[src/rtl/core/rneu_pkg.sv]
// Shared types, constants and helper functions for the reaction network Euler step unit.
// No dependencies; every other file imports this package.
`default_nettype none

package rneu_pkg;

   localparam int DEF_PULSE_SLOTS = 8;
   localparam int DEF_STEP_LIMIT  = 1000000;

   localparam int LEVEL_W     = 48;
   localparam int RATE_W      = 32;
   localparam int TIME_W      = 20;
   localparam int SPECIES_W   = 3;
   localparam int SLOT_FLD_W  = 3;
   localparam int OP_W        = 2;
   localparam int COUNT_W     = 4;
   localparam int CSR_INDEX_W = 3;
   localparam int CSR_DATA_W  = 32;
   localparam int NUM_SPECIES = 6;
   localparam int NUM_RATES   = 5;
   localparam int MUL_COUNT   = 8;
   localparam int MUL_K_W     = 3;
   localparam int PART_W      = 2;
   localparam int ACC_W       = 96;

   localparam logic [OP_W-1:0] OP_ADVANCE    = 2'd0;
   localparam logic [OP_W-1:0] OP_LOAD_LEVEL = 2'd1;
   localparam logic [OP_W-1:0] OP_LOAD_PULSE = 2'd2;

   localparam logic [CSR_INDEX_W-1:0] CSR_RATE_BIND_B    = 3'd0;
   localparam logic [CSR_INDEX_W-1:0] CSR_RATE_UNBIND_B  = 3'd1;
   localparam logic [CSR_INDEX_W-1:0] CSR_RATE_BIND_C    = 3'd2;
   localparam logic [CSR_INDEX_W-1:0] CSR_RATE_UNBIND_C  = 3'd3;
   localparam logic [CSR_INDEX_W-1:0] CSR_RATE_CONSUME_L = 3'd4;
   localparam logic [CSR_INDEX_W-1:0] CSR_SETTLE_TOL     = 3'd5;
   localparam logic [CSR_INDEX_W-1:0] CSR_PULSE_COUNT    = 3'd6;

   localparam logic [RATE_W-1:0] SETTLE_TOL_RESET = 32'd42950;

   localparam logic [SPECIES_W-1:0] SP_L = 3'd0;
   localparam logic [SPECIES_W-1:0] SP_R = 3'd1;
   localparam logic [SPECIES_W-1:0] SP_B = 3'd2;
   localparam logic [SPECIES_W-1:0] SP_D = 3'd3;
   localparam logic [SPECIES_W-1:0] SP_C = 3'd4;
   localparam logic [SPECIES_W-1:0] SP_X = 3'd5;

   typedef logic signed [LEVEL_W-1:0] level_type;

   localparam level_type LEVEL_MAX = 48'sh7FFF_FFFF_FFFF;
   localparam level_type LEVEL_MIN = 48'sh8000_0000_0000;

   typedef struct packed {
      logic [OP_W-1:0]          op;
      logic [SPECIES_W-1:0]     species_index;
      logic [SLOT_FLD_W-1:0]    pulse_slot;
      logic signed [LEVEL_W-1:0] amount;
      logic [TIME_W-1:0]        window_start;
      logic [TIME_W-1:0]        window_end;
   } req_payload_type;

   typedef struct packed {
      logic signed [LEVEL_W-1:0] level_l;
      logic signed [LEVEL_W-1:0] level_r;
      logic signed [LEVEL_W-1:0] level_b;
      logic signed [LEVEL_W-1:0] level_d;
      logic signed [LEVEL_W-1:0] level_c;
      logic signed [LEVEL_W-1:0] level_x;
      logic [TIME_W-1:0]        step_time;
      logic                     at_equilibrium;
      logic                     limit_reached;
   } rsp_payload_type;

   typedef struct packed {
      logic [SPECIES_W-1:0]      target;
      logic signed [LEVEL_W-1:0] add;
      logic [TIME_W-1:0]         wstart;
      logic [TIME_W-1:0]         wend;
   } pulse_entry_type;

   typedef enum logic [3:0] {
      CMD_NONE,
      CMD_CAPTURE,
      CMD_BEGIN,
      CMD_EXEC,
      CMD_MLOAD,
      CMD_MPART,
      CMD_MFIN,
      CMD_STOICH,
      CMD_PREAD,
      CMD_PAPPLY,
      CMD_SETTLE,
      CMD_OUTPUT
   } cmd_kind_type;

   typedef struct packed {
      cmd_kind_type       kind;
      logic [MUL_K_W-1:0] mul_k;
      logic [PART_W-1:0]  part;
   } dp_cmd_type;

   typedef struct packed {
      logic advance;
      logic flag_set;
      logic pulse_more;
   } dp_status_type;

   // Multiply schedule: k walks L*R, B, L*D, C, L*X chains in reaction order.
   function automatic logic mul_first(input logic [MUL_K_W-1:0] k);
      return k inside {3'd0, 3'd2, 3'd3, 3'd5, 3'd6};
   endfunction

   function automatic logic mul_last(input logic [MUL_K_W-1:0] k);
      return k inside {3'd1, 3'd2, 3'd4, 3'd5, 3'd7};
   endfunction

   function automatic logic [2:0] mul_rxn(input logic [MUL_K_W-1:0] k);
      case (k)
         3'd0, 3'd1: return 3'd0;
         3'd2:       return 3'd1;
         3'd3, 3'd4: return 3'd2;
         3'd5:       return 3'd3;
         default:    return 3'd4;
      endcase
   endfunction

   function automatic logic [SPECIES_W-1:0] mul_species(input logic [MUL_K_W-1:0] k);
      case (k)
         3'd0, 3'd3, 3'd6: return SP_L;
         3'd1:             return SP_R;
         3'd2:             return SP_B;
         3'd4:             return SP_D;
         3'd5:             return SP_C;
         default:          return SP_X;
      endcase
   endfunction

   // Stoichiometric coefficient: 2'b01 is +1, 2'b11 is -1, zero otherwise.
   function automatic logic [1:0] stoich(input logic [2:0] rxn, input logic [SPECIES_W-1:0] sp);
      case (rxn)
         3'd0: begin
            if (sp == SP_L || sp == SP_R) return 2'b11;
            else if (sp == SP_B) return 2'b01;
            else return 2'b00;
         end
         3'd1: begin
            if (sp == SP_L || sp == SP_R) return 2'b01;
            else if (sp == SP_B) return 2'b11;
            else return 2'b00;
         end
         3'd2: begin
            if (sp == SP_L || sp == SP_D) return 2'b11;
            else if (sp == SP_C) return 2'b01;
            else return 2'b00;
         end
         3'd3: begin
            if (sp == SP_L || sp == SP_D) return 2'b01;
            else if (sp == SP_C) return 2'b11;
            else return 2'b00;
         end
         default: begin
            if (sp == SP_L) return 2'b11;
            else return 2'b00;
         end
      endcase
   endfunction

   function automatic level_type sat48(input logic signed [LEVEL_W+1:0] v);
      if (v[LEVEL_W+1:LEVEL_W-1] == 3'b000 || v[LEVEL_W+1:LEVEL_W-1] == 3'b111) begin
         return v[LEVEL_W-1:0];
      end else if (v[LEVEL_W+1]) begin
         return LEVEL_MIN;
      end else begin
         return LEVEL_MAX;
      end
   endfunction

endpackage

`default_nettype wire

[src/rtl/core/rneu_ctrl.sv]
// Sequencer for the Euler step unit: handshakes and the per-step command schedule.
// Depends on rneu_pkg; drives rneu_dpath through dp_cmd_type.
`default_nettype none

module rneu_ctrl (
   input  wire logic                   clock,
   input  wire logic                   reset,
   input  wire logic                   req_valid,
   output logic                        req_ready,
   output logic                        rsp_valid,
   input  wire logic                   rsp_ready,
   input  wire rneu_pkg::dp_status_type status,
   output rneu_pkg::dp_cmd_type         cmd
);
   import rneu_pkg::*;

   typedef enum logic [3:0] {
      ST_IDLE,
      ST_DISPATCH,
      ST_EXEC,
      ST_MLOAD,
      ST_MPART,
      ST_MFIN,
      ST_STOICH,
      ST_PNEXT,
      ST_PREAD,
      ST_PAPPLY,
      ST_SETTLE,
      ST_OUT
   } state_type;

   state_type          state_ff;
   logic [MUL_K_W-1:0] mul_k_ff;
   logic [PART_W-1:0]  part_ff;
   logic               rsp_valid_ff;
   logic               out_go;

   assign out_go    = (state_ff == ST_OUT) && (!rsp_valid_ff || rsp_ready);
   assign req_ready = (state_ff == ST_IDLE);
   assign rsp_valid = rsp_valid_ff;

   always_ff @(posedge clock) begin
      if (reset) begin
         state_ff     <= ST_IDLE;
         mul_k_ff     <= '0;
         part_ff      <= '0;
         rsp_valid_ff <= 1'b0;
      end else begin
         if (out_go) begin
            rsp_valid_ff <= 1'b1;
         end else if (rsp_valid_ff && rsp_ready) begin
            rsp_valid_ff <= 1'b0;
         end
         case (state_ff)
            ST_IDLE: begin
               if (req_valid) state_ff <= ST_DISPATCH;
            end
            ST_DISPATCH: begin
               if (!status.advance) begin
                  state_ff <= ST_EXEC;
               end else if (status.flag_set) begin
                  state_ff <= ST_OUT;
               end else begin
                  mul_k_ff <= '0;
                  state_ff <= ST_MLOAD;
               end
            end
            ST_EXEC: state_ff <= ST_OUT;
            ST_MLOAD: begin
               part_ff  <= '0;
               state_ff <= ST_MPART;
            end
            ST_MPART: begin
               part_ff <= part_ff + 1'b1;
               if (part_ff == 2'd3) state_ff <= ST_MFIN;
            end
            ST_MFIN: begin
               if (mul_last(mul_k_ff)) begin
                  state_ff <= ST_STOICH;
               end else begin
                  mul_k_ff <= mul_k_ff + 1'b1;
                  state_ff <= ST_MLOAD;
               end
            end
            ST_STOICH: begin
               if (mul_k_ff == MUL_K_W'(MUL_COUNT - 1)) begin
                  state_ff <= ST_PNEXT;
               end else begin
                  mul_k_ff <= mul_k_ff + 1'b1;
                  state_ff <= ST_MLOAD;
               end
            end
            ST_PNEXT:  state_ff <= status.pulse_more ? ST_PREAD : ST_SETTLE;
            ST_PREAD:  state_ff <= ST_PAPPLY;
            ST_PAPPLY: state_ff <= ST_PNEXT;
            ST_SETTLE: state_ff <= ST_OUT;
            ST_OUT: begin
               if (out_go) state_ff <= ST_IDLE;
            end
            default: state_ff <= ST_IDLE;
         endcase
      end
   end

   always_comb begin
      cmd.mul_k = mul_k_ff;
      cmd.part  = part_ff;
      case (state_ff)
         ST_IDLE:     cmd.kind = CMD_CAPTURE;
         ST_DISPATCH: cmd.kind = CMD_BEGIN;
         ST_EXEC:     cmd.kind = CMD_EXEC;
         ST_MLOAD:    cmd.kind = CMD_MLOAD;
         ST_MPART:    cmd.kind = CMD_MPART;
         ST_MFIN:     cmd.kind = CMD_MFIN;
         ST_STOICH:   cmd.kind = CMD_STOICH;
         ST_PREAD:    cmd.kind = CMD_PREAD;
         ST_PAPPLY:   cmd.kind = CMD_PAPPLY;
         ST_SETTLE:   cmd.kind = CMD_SETTLE;
         ST_OUT:      cmd.kind = out_go ? CMD_OUTPUT : CMD_NONE;
         default:     cmd.kind = CMD_NONE;
      endcase
   end

`ifndef SYNTHESIS
   a_accept_dispatch: assert property (@(posedge clock) disable iff (reset)
      (req_valid && req_ready) |=> (state_ff == ST_DISPATCH))
      else $error("accepted word did not reach dispatch");

   a_mfin_after_parts: assert property (@(posedge clock) disable iff (reset)
      (state_ff == ST_MFIN) |-> ($past(part_ff) == 2'd3))
      else $error("multiply finished before all partial products");

   a_rsp_from_out: assert property (@(posedge clock) disable iff (reset)
      $rose(rsp_valid_ff) |-> ($past(state_ff) == ST_OUT))
      else $error("response raised outside output state");

   a_read_in_range: assert property (@(posedge clock) disable iff (reset)
      (state_ff == ST_PREAD) |-> status.pulse_more)
      else $error("pulse read past active slots");
`endif

endmodule

`default_nettype wire

[config.mk]
export PLATFORM = sky130hd
export DESIGN_NAME = rneu_ctrl
export DESIGN_NICKNAME = d
export VERILOG_FILES = /design/src/rtl/core/rneu_pkg.sv /design/src/rtl/core/rneu_ctrl.sv
export SDC_FILE = /design/constraint.sdc
export NUM_CORES = 1
export LEC_CHECK = 0
export ABC_CLOCK_PERIOD_IN_PS = 1760
export BUFFER_PORTS_ARGS = -buffer_cell sky130_fd_sc_hd__buf_2
export CELL_PAD_IN_SITES_DETAIL_PLACEMENT = 0
export CELL_PAD_IN_SITES_GLOBAL_PLACEMENT = 1
export CORE_MARGIN = 1.5
export CORE_UTILIZATION = 29
export DETAILED_ROUTE_END_ITERATION = 8
export GPL_TIMING_DRIVEN = 0
export PLACE_DENSITY_LB_ADDON = 0.1
export SLEW_MARGIN = 40
export SYNTH_ARGS = -nofsm -noshare
export SYNTH_HDL_FRONTEND = slang
export SYNTH_SLANG_ARGS = --single-unit
[constraint.sdc]
create_clock -name clock -period 1.76 [get_ports clock]
set_input_delay 0.176 -clock clock [delete_from_list [all_inputs] [get_ports clock]]
set_output_delay 0.176 -clock clock [all_outputs]
set_load 0.02 [all_outputs]
After elaboration in Yosys (flattened, before gate mapping)
Cells that the tools add are included.

Output and inout bits: 11. Input port bits: 7. Bits in registers: 10.

Reductions and logical operators: 12. Add/sub/neg operators: 2. Equal/unequal tests: 24. Muxes and demuxes: 19.

Operators with widths (number): $pmux W4 S11 (2); $mux W4 (6); $mux W3 (6); $eq A4 B3 Y1 const B (4); $eq A4 B4 Y1 const B (4); $ne A2 B2 Y1 const B (7); $eq A3 B3 Y1 const B (3); $pmux W3 S3 (1); $eq A4 B2 Y1 const B (2); $reduce_and A5 Y1 (1); $reduce_bool A5 Y1 (1); $eq A4 B1 Y1 const B (1); $logic_not A4 Y1 (1); $pmux W2 S2 (1); $reduce_bool A2 Y1 (2); $add A3 B1 Y3 const B (1); $eq A3 B1 Y1 const B (1); $eq A3 B2 Y1 const B (1); $reduce_and A3 Y1 (1); $reduce_bool A3 Y1 (1); $add A2 B1 Y2 const B (1); $eq A2 B2 Y1 const B (1); $logic_and A1 B1 Y1 (2); $mux W1 (2); 4 further kinds (4).

Longest topological paths before layout
Depth after elaboration: 5. Depth in mapped cells: 6. Mapped depth without buffers: 6.

Worst setup path after synthesis
No wires, ideal clock.

Kind: register to register. Start point: register state_ff[0]. End point: register state_ff[0]. Library setup time: 0.120 ns. Slack: -0.089 ns. Period minus slack after synthesis: 1.849 ns. Arrival: 1.729 ns. Cell stages (with the launch flop): 6. Cell sequence: dfxtp_1 -> buf_6 -> nor4_1 -> and2b_1 -> nor4_1 -> a211o_1.

Elaborated cells between the ends (all ways): 19. Classes of those cells: 14 x eq/ne; 1 x mux; 4 x reduce/logical.

RTL lines: start, declared (line rneu_ctrl.sv:32) `state_type state_ff;`; start signal, assigned (line rneu_ctrl.sv:93) `ST_PNEXT: state_ff <= status.pulse_more ? ST_PREAD : ST_SETTLE;`; $logic_not A4 Y1 *; via req_ready (line rneu_ctrl.sv:9) `output logic req_ready,`; $ne A2 B2 Y1 (no line); $reduce_and A3 Y1 (no line).

Mark *: on every way through the listed nets, which the timed path passes. The rest lies on a longest branch. A chain may end at the register's enable or synchronous reset.

Worst setup path in the final report
Start point: register mul_k_ff[0]. End point: register mul_k_ff[0].

Word-level cells in the longest chain between the ends: 4. Elaborated cells between the ends (all ways): 13. Classes of those cells: 1 x add/sub; 7 x eq/ne; 3 x mux; 2 x reduce/logical.

RTL lines: start, declared (line rneu_ctrl.sv:33) `logic [MUL_K_W-1:0] mul_k_ff;`; start signal, assigned (line rneu_ctrl.sv:81) `mul_k_ff <= mul_k_ff + 1'b1;`; start signal, assigned (line rneu_ctrl.sv:89) `mul_k_ff <= mul_k_ff + 1'b1;`; $eq A3 B1 Y1, or another cell as far along (line rneu_pkg.sv:113) `return k inside {3'd1, 3'd2, 3'd4, 3'd5, 3'd7};`; $reduce_bool A5 Y1 (line rneu_pkg.sv:113); $ne A2 B2 Y1 (no line); $reduce_and A5 Y1 (no line).

Parallel ways exist; a longest one is shown, timed or not. The select of a mux whose other input is x is not followed.

==> results.toml <==
[layout]
ratio_of_cells_with_drive_above_1_in_the_final_layout = 0.3171
insertedDiodeCount = 0
post_layout_nonfiller_instances = 153
area.growth.synth_to_final_pct = 25.04
num-nets-final = 137

[synthesis]
synthesis.yosys.warnings = 0
synth.cell_area_um2 = 774.5
postSynthCellCount = 102
synth.lib_cells_used.distinct = 35
post_synth.cell_area_avg_um2 = 7.593
synth_nets = 115
ys_ff_latch = 10
synth_sequential_area_ratio = 0.2585

[route]
drt_iter0_drc = 7
post-route-drc-count = 0
wirelength_um = 2017
num_vias = 800
route.detailed.wl_per_inst_um = 13.18
vias_per_cell = 5.229
first_pass_iters = 4
ant_nets = 0

[cts]
tritoncts = "built"
cts_root_buf = "sky130_fd_sc_hd__clkbuf_4"
cts-root-to-sink-buffers = 2
cts_inserted_buffers = 3
clock_tree.htree_level_count = 1
clk_latency_ns = 0.27
hold_buffers = 0
clock_sinks = 10
clkSlewWorstSetupHoldPaths_ns = 0.07

[grt]
grt_overflow = 0
grt_antenna_before_repair = 0
first_global_vias = 753
pin_count_of_the_biggest_net_entering_global_routing = 11
track_usage = 0.1602
grt_pass1_wl_um = 3387

[die]
floorplan.die.height_um = 54.68
initial_core_util = 0.3098
die_x_um = 54.68
die-area_um2 = 2990
pin_count = 18
std_cell_rows = 18
fp.coreArea_um2 = 2500

[critical_path]
crit_required_ns = 1.94
worstSetupPathType = "register to register"
worstPathCellList = "ha_1 -> ha_2 -> nor2_1 -> a211o_1 -> a2111o_1 -> o31ai_1"
critical_path.endpoint_type = "register"
critical-path-max-stage-delay_ns = 0.37
startpoint_type = "register"
cp_data_arrival_time_ns = 1.81
critical_path.slowest_cell = "sky130_fd_sc_hd__dfxtp_2"
critical_path_maximum_fanout = 5

[power]
internal_power_mw = 0.7671
sequentialPowerShare = 0.232
max-vdd-ir-drop_mv = 0.5915
power_density_nw_per_um2 = 1521
power_frac_comb = 0.623
clockPowerShare = 0.145
power.leakage_nw = 0.4138
switching_share = 0.4793
power.net_switching_mw = 0.7062
power_mw = 1.473

[timing]
hold_violations = 0
post-route-min-period_ns = 1.631
worst_slew_margin_rel = 0.6884
setup_total_negative_slack_ns = 0
slew_violations = 0
worst_clock_skew_ns = 0.003277
min_period_over_period = 0.9266
setup_viol = 0
fmaxAchievable_mhz = 613.2
tightestPinTransition_ns = 0.4674
rsz0062_at_grt = "false"

[flow_run]
max_cap_violations = 0

[place]
placed_cells = 149
post-dp-hpwl_um = 1507
place.port_buffers = 17
globalplace.congestion = 0.7008

[status]
outcome = "finished clean"

[min_path]
type_of_the_tightest_min_delay_check = "primary input to register"
worst paths after layout:
| kind | cells after the start | start | end | slack, ns |
|---|---|---|---|---|
| setup reg to reg | 6 | mul_k_ff[0] | mul_k_ff[0] | 0.13 |
| hold reg to reg | 1 | mul_k_ff[0] | mul_k_ff[0] | 0.49 |
| hold / removal | 4 | reset | mul_k_ff[0] | 0.22 |
| setup / recovery | 6 | mul_k_ff[0] | mul_k_ff[0] | 0.13 |
power groups by stage:
stage | clock (mW) | combinational (mW) | sequential [mW]
after floorplan | 0 | 0.673 | 0.342
after global placement | 0 | 0.895 | 0.344
after detailed placement | 0 | 0.900 | 0.344
after CTS | 0.225 | 0.907 | 0.339
after global routing | 0.242 | 1.03 | 0.352
final | 0.214 | 0.917 | 0.342
layer usage:
layer,up-vias,part of all wire,track usage
met5,-,0,0
met4,0,0.0079,0.07500
met3,2,0.042,0.03279
met2,15,0.47,0.2579
met1,369,0.48,0.2023
li1,414,-,-
state kept, by name, summed over array words and instances (netlist names):
signal / count
mul_k_ff: 3
part_ff: 2
state_ff: 4
rsp_valid: 1
metrics by stage:
step / setup slack (ns) / utilization / hold slack [ns] / cell area [µm²]
after CTS: 0.01432 / 0.3764 / 0.2235 / 940.9
final: 0.1291 / 0.3874 / 0.2176 / 968.4
after global routing: 0.007628 / 0.3874 / 0.2371 / 968.4
after floorplan: 0.07741 / - / 0.3798 / 780.7
after detailed placement: 0.08458 / 0.3614 / 0.4867 / 903.4
after global placement: 0.1189 / 0.3614 / 0.4813 / 903.4
cell type report:
cell class	count	area, µm²
well taps	30	37.54
inverters	8	30.03
plain buffers	7	45.04
flip-flops and latches	10	205.2
clock buffers	4	36.28
repair buffers	17	85.08
fillers	283	1531
multi-input cells	77	529.3
synthesized netlist by cell type:
| cell type | count | area share |
|---|---|---|
| sky130_fd_sc_hd__dfxtp_1 | 10 | 0.26 |
| sky130_fd_sc_hd__nor4bb_1 | 1 | 0.013 |
| sky130_fd_sc_hd__nor2b_1 | 3 | 0.024 |
| sky130_fd_sc_hd__o211a_1 | 1 | 0.013 |
| sky130_fd_sc_hd__nor4_1 | 4 | 0.032 |
| sky130_fd_sc_hd__xor2_1 | 1 | 0.011 |
| sky130_fd_sc_hd__and2b_1 | 1 | 0.0097 |
| sky130_fd_sc_hd__buf_6 | 1 | 0.015 |
| sky130_fd_sc_hd__inv_1 | 6 | 0.029 |
| sky130_fd_sc_hd__o31ai_1 | 1 | 0.0097 |
| sky130_fd_sc_hd__a31oi_1 | 5 | 0.040 |
| sky130_fd_sc_hd__inv_2 | 2 | 0.0097 |
| sky130_fd_sc_hd__a21oi_1 | 8 | 0.052 |
| sky130_fd_sc_hd__a211o_1 | 3 | 0.034 |
| sky130_fd_sc_hd__o32a_1 | 1 | 0.013 |
| sky130_fd_sc_hd__mux2i_1 | 1 | 0.013 |
| sky130_fd_sc_hd__nand2_1 | 9 | 0.044 |
| sky130_fd_sc_hd__buf_2 | 2 | 0.013 |
| sky130_fd_sc_hd__o22ai_1 | 2 | 0.016 |
| sky130_fd_sc_hd__nand2b_2 | 1 | 0.011 |
| sky130_fd_sc_hd__or3_1 | 2 | 0.016 |
| sky130_fd_sc_hd__nand3_1 | 1 | 0.0065 |
| sky130_fd_sc_hd__o21ai_0 | 3 | 0.019 |
| sky130_fd_sc_hd__o22a_1 | 1 | 0.011 |
| sky130_fd_sc_hd__nand3b_1 | 1 | 0.0097 |
| sky130_fd_sc_hd__ha_1 | 6 | 0.097 |
| sky130_fd_sc_hd__nand2b_1 | 1 | 0.0081 |
| sky130_fd_sc_hd__nor2_1 | 9 | 0.044 |
| sky130_fd_sc_hd__buf_4 | 1 | 0.0097 |
| sky130_fd_sc_hd__o41ai_1 | 2 | 0.023 |
| sky130_fd_sc_hd__o221ai_1 | 1 | 0.011 |
| sky130_fd_sc_hd__xnor2_1 | 2 | 0.023 |
| sky130_fd_sc_hd__a2111o_1 | 1 | 0.015 |
| sky130_fd_sc_hd__nor3_1 | 5 | 0.032 |
| sky130_fd_sc_hd__clkbuf_1 | 3 | 0.015 |
timing repair:
action	in CTS	in global routing
gates resized for setup	1	11
endpoints found under the setup margin	2	5
setup buffers	0	0
endpoints found under the hold margin	0	0
layout by cell type, fill, tap and decap left out, drive strengths merged, types with 3 or more instances in the layout:
cell,count
a31oi,5
nor4,4
nor2b,3
a211o,3
inv,8
dfxtp,10
nor2,9
ha,6
clkbuf,8
a21oi,8
nor3,5
nand2,9
o21ai,3
buf,20
critical path: cells and delay by family, from the launching register on:
kind / cells / cell delay, ns
compound gates: 3 / 0.74
fa+ha+maj: 2 / 0.36
flops: 1 / 0.37
simple gates: 1 / 0.06
logic make-up after synthesis:
| kind of cell | synth area share |
|---|---|
| xor+xnor | 0.03393 |
| mux | 0.01292 |
| compound gates | 0.2569 |
| buf+inv | 0.09047 |
| fa+ha+maj | 0.09693 |
| simple gates | 0.2504 |
| flops | 0.2585 |
Note: power is estimated with default switching activity, not from simulation.
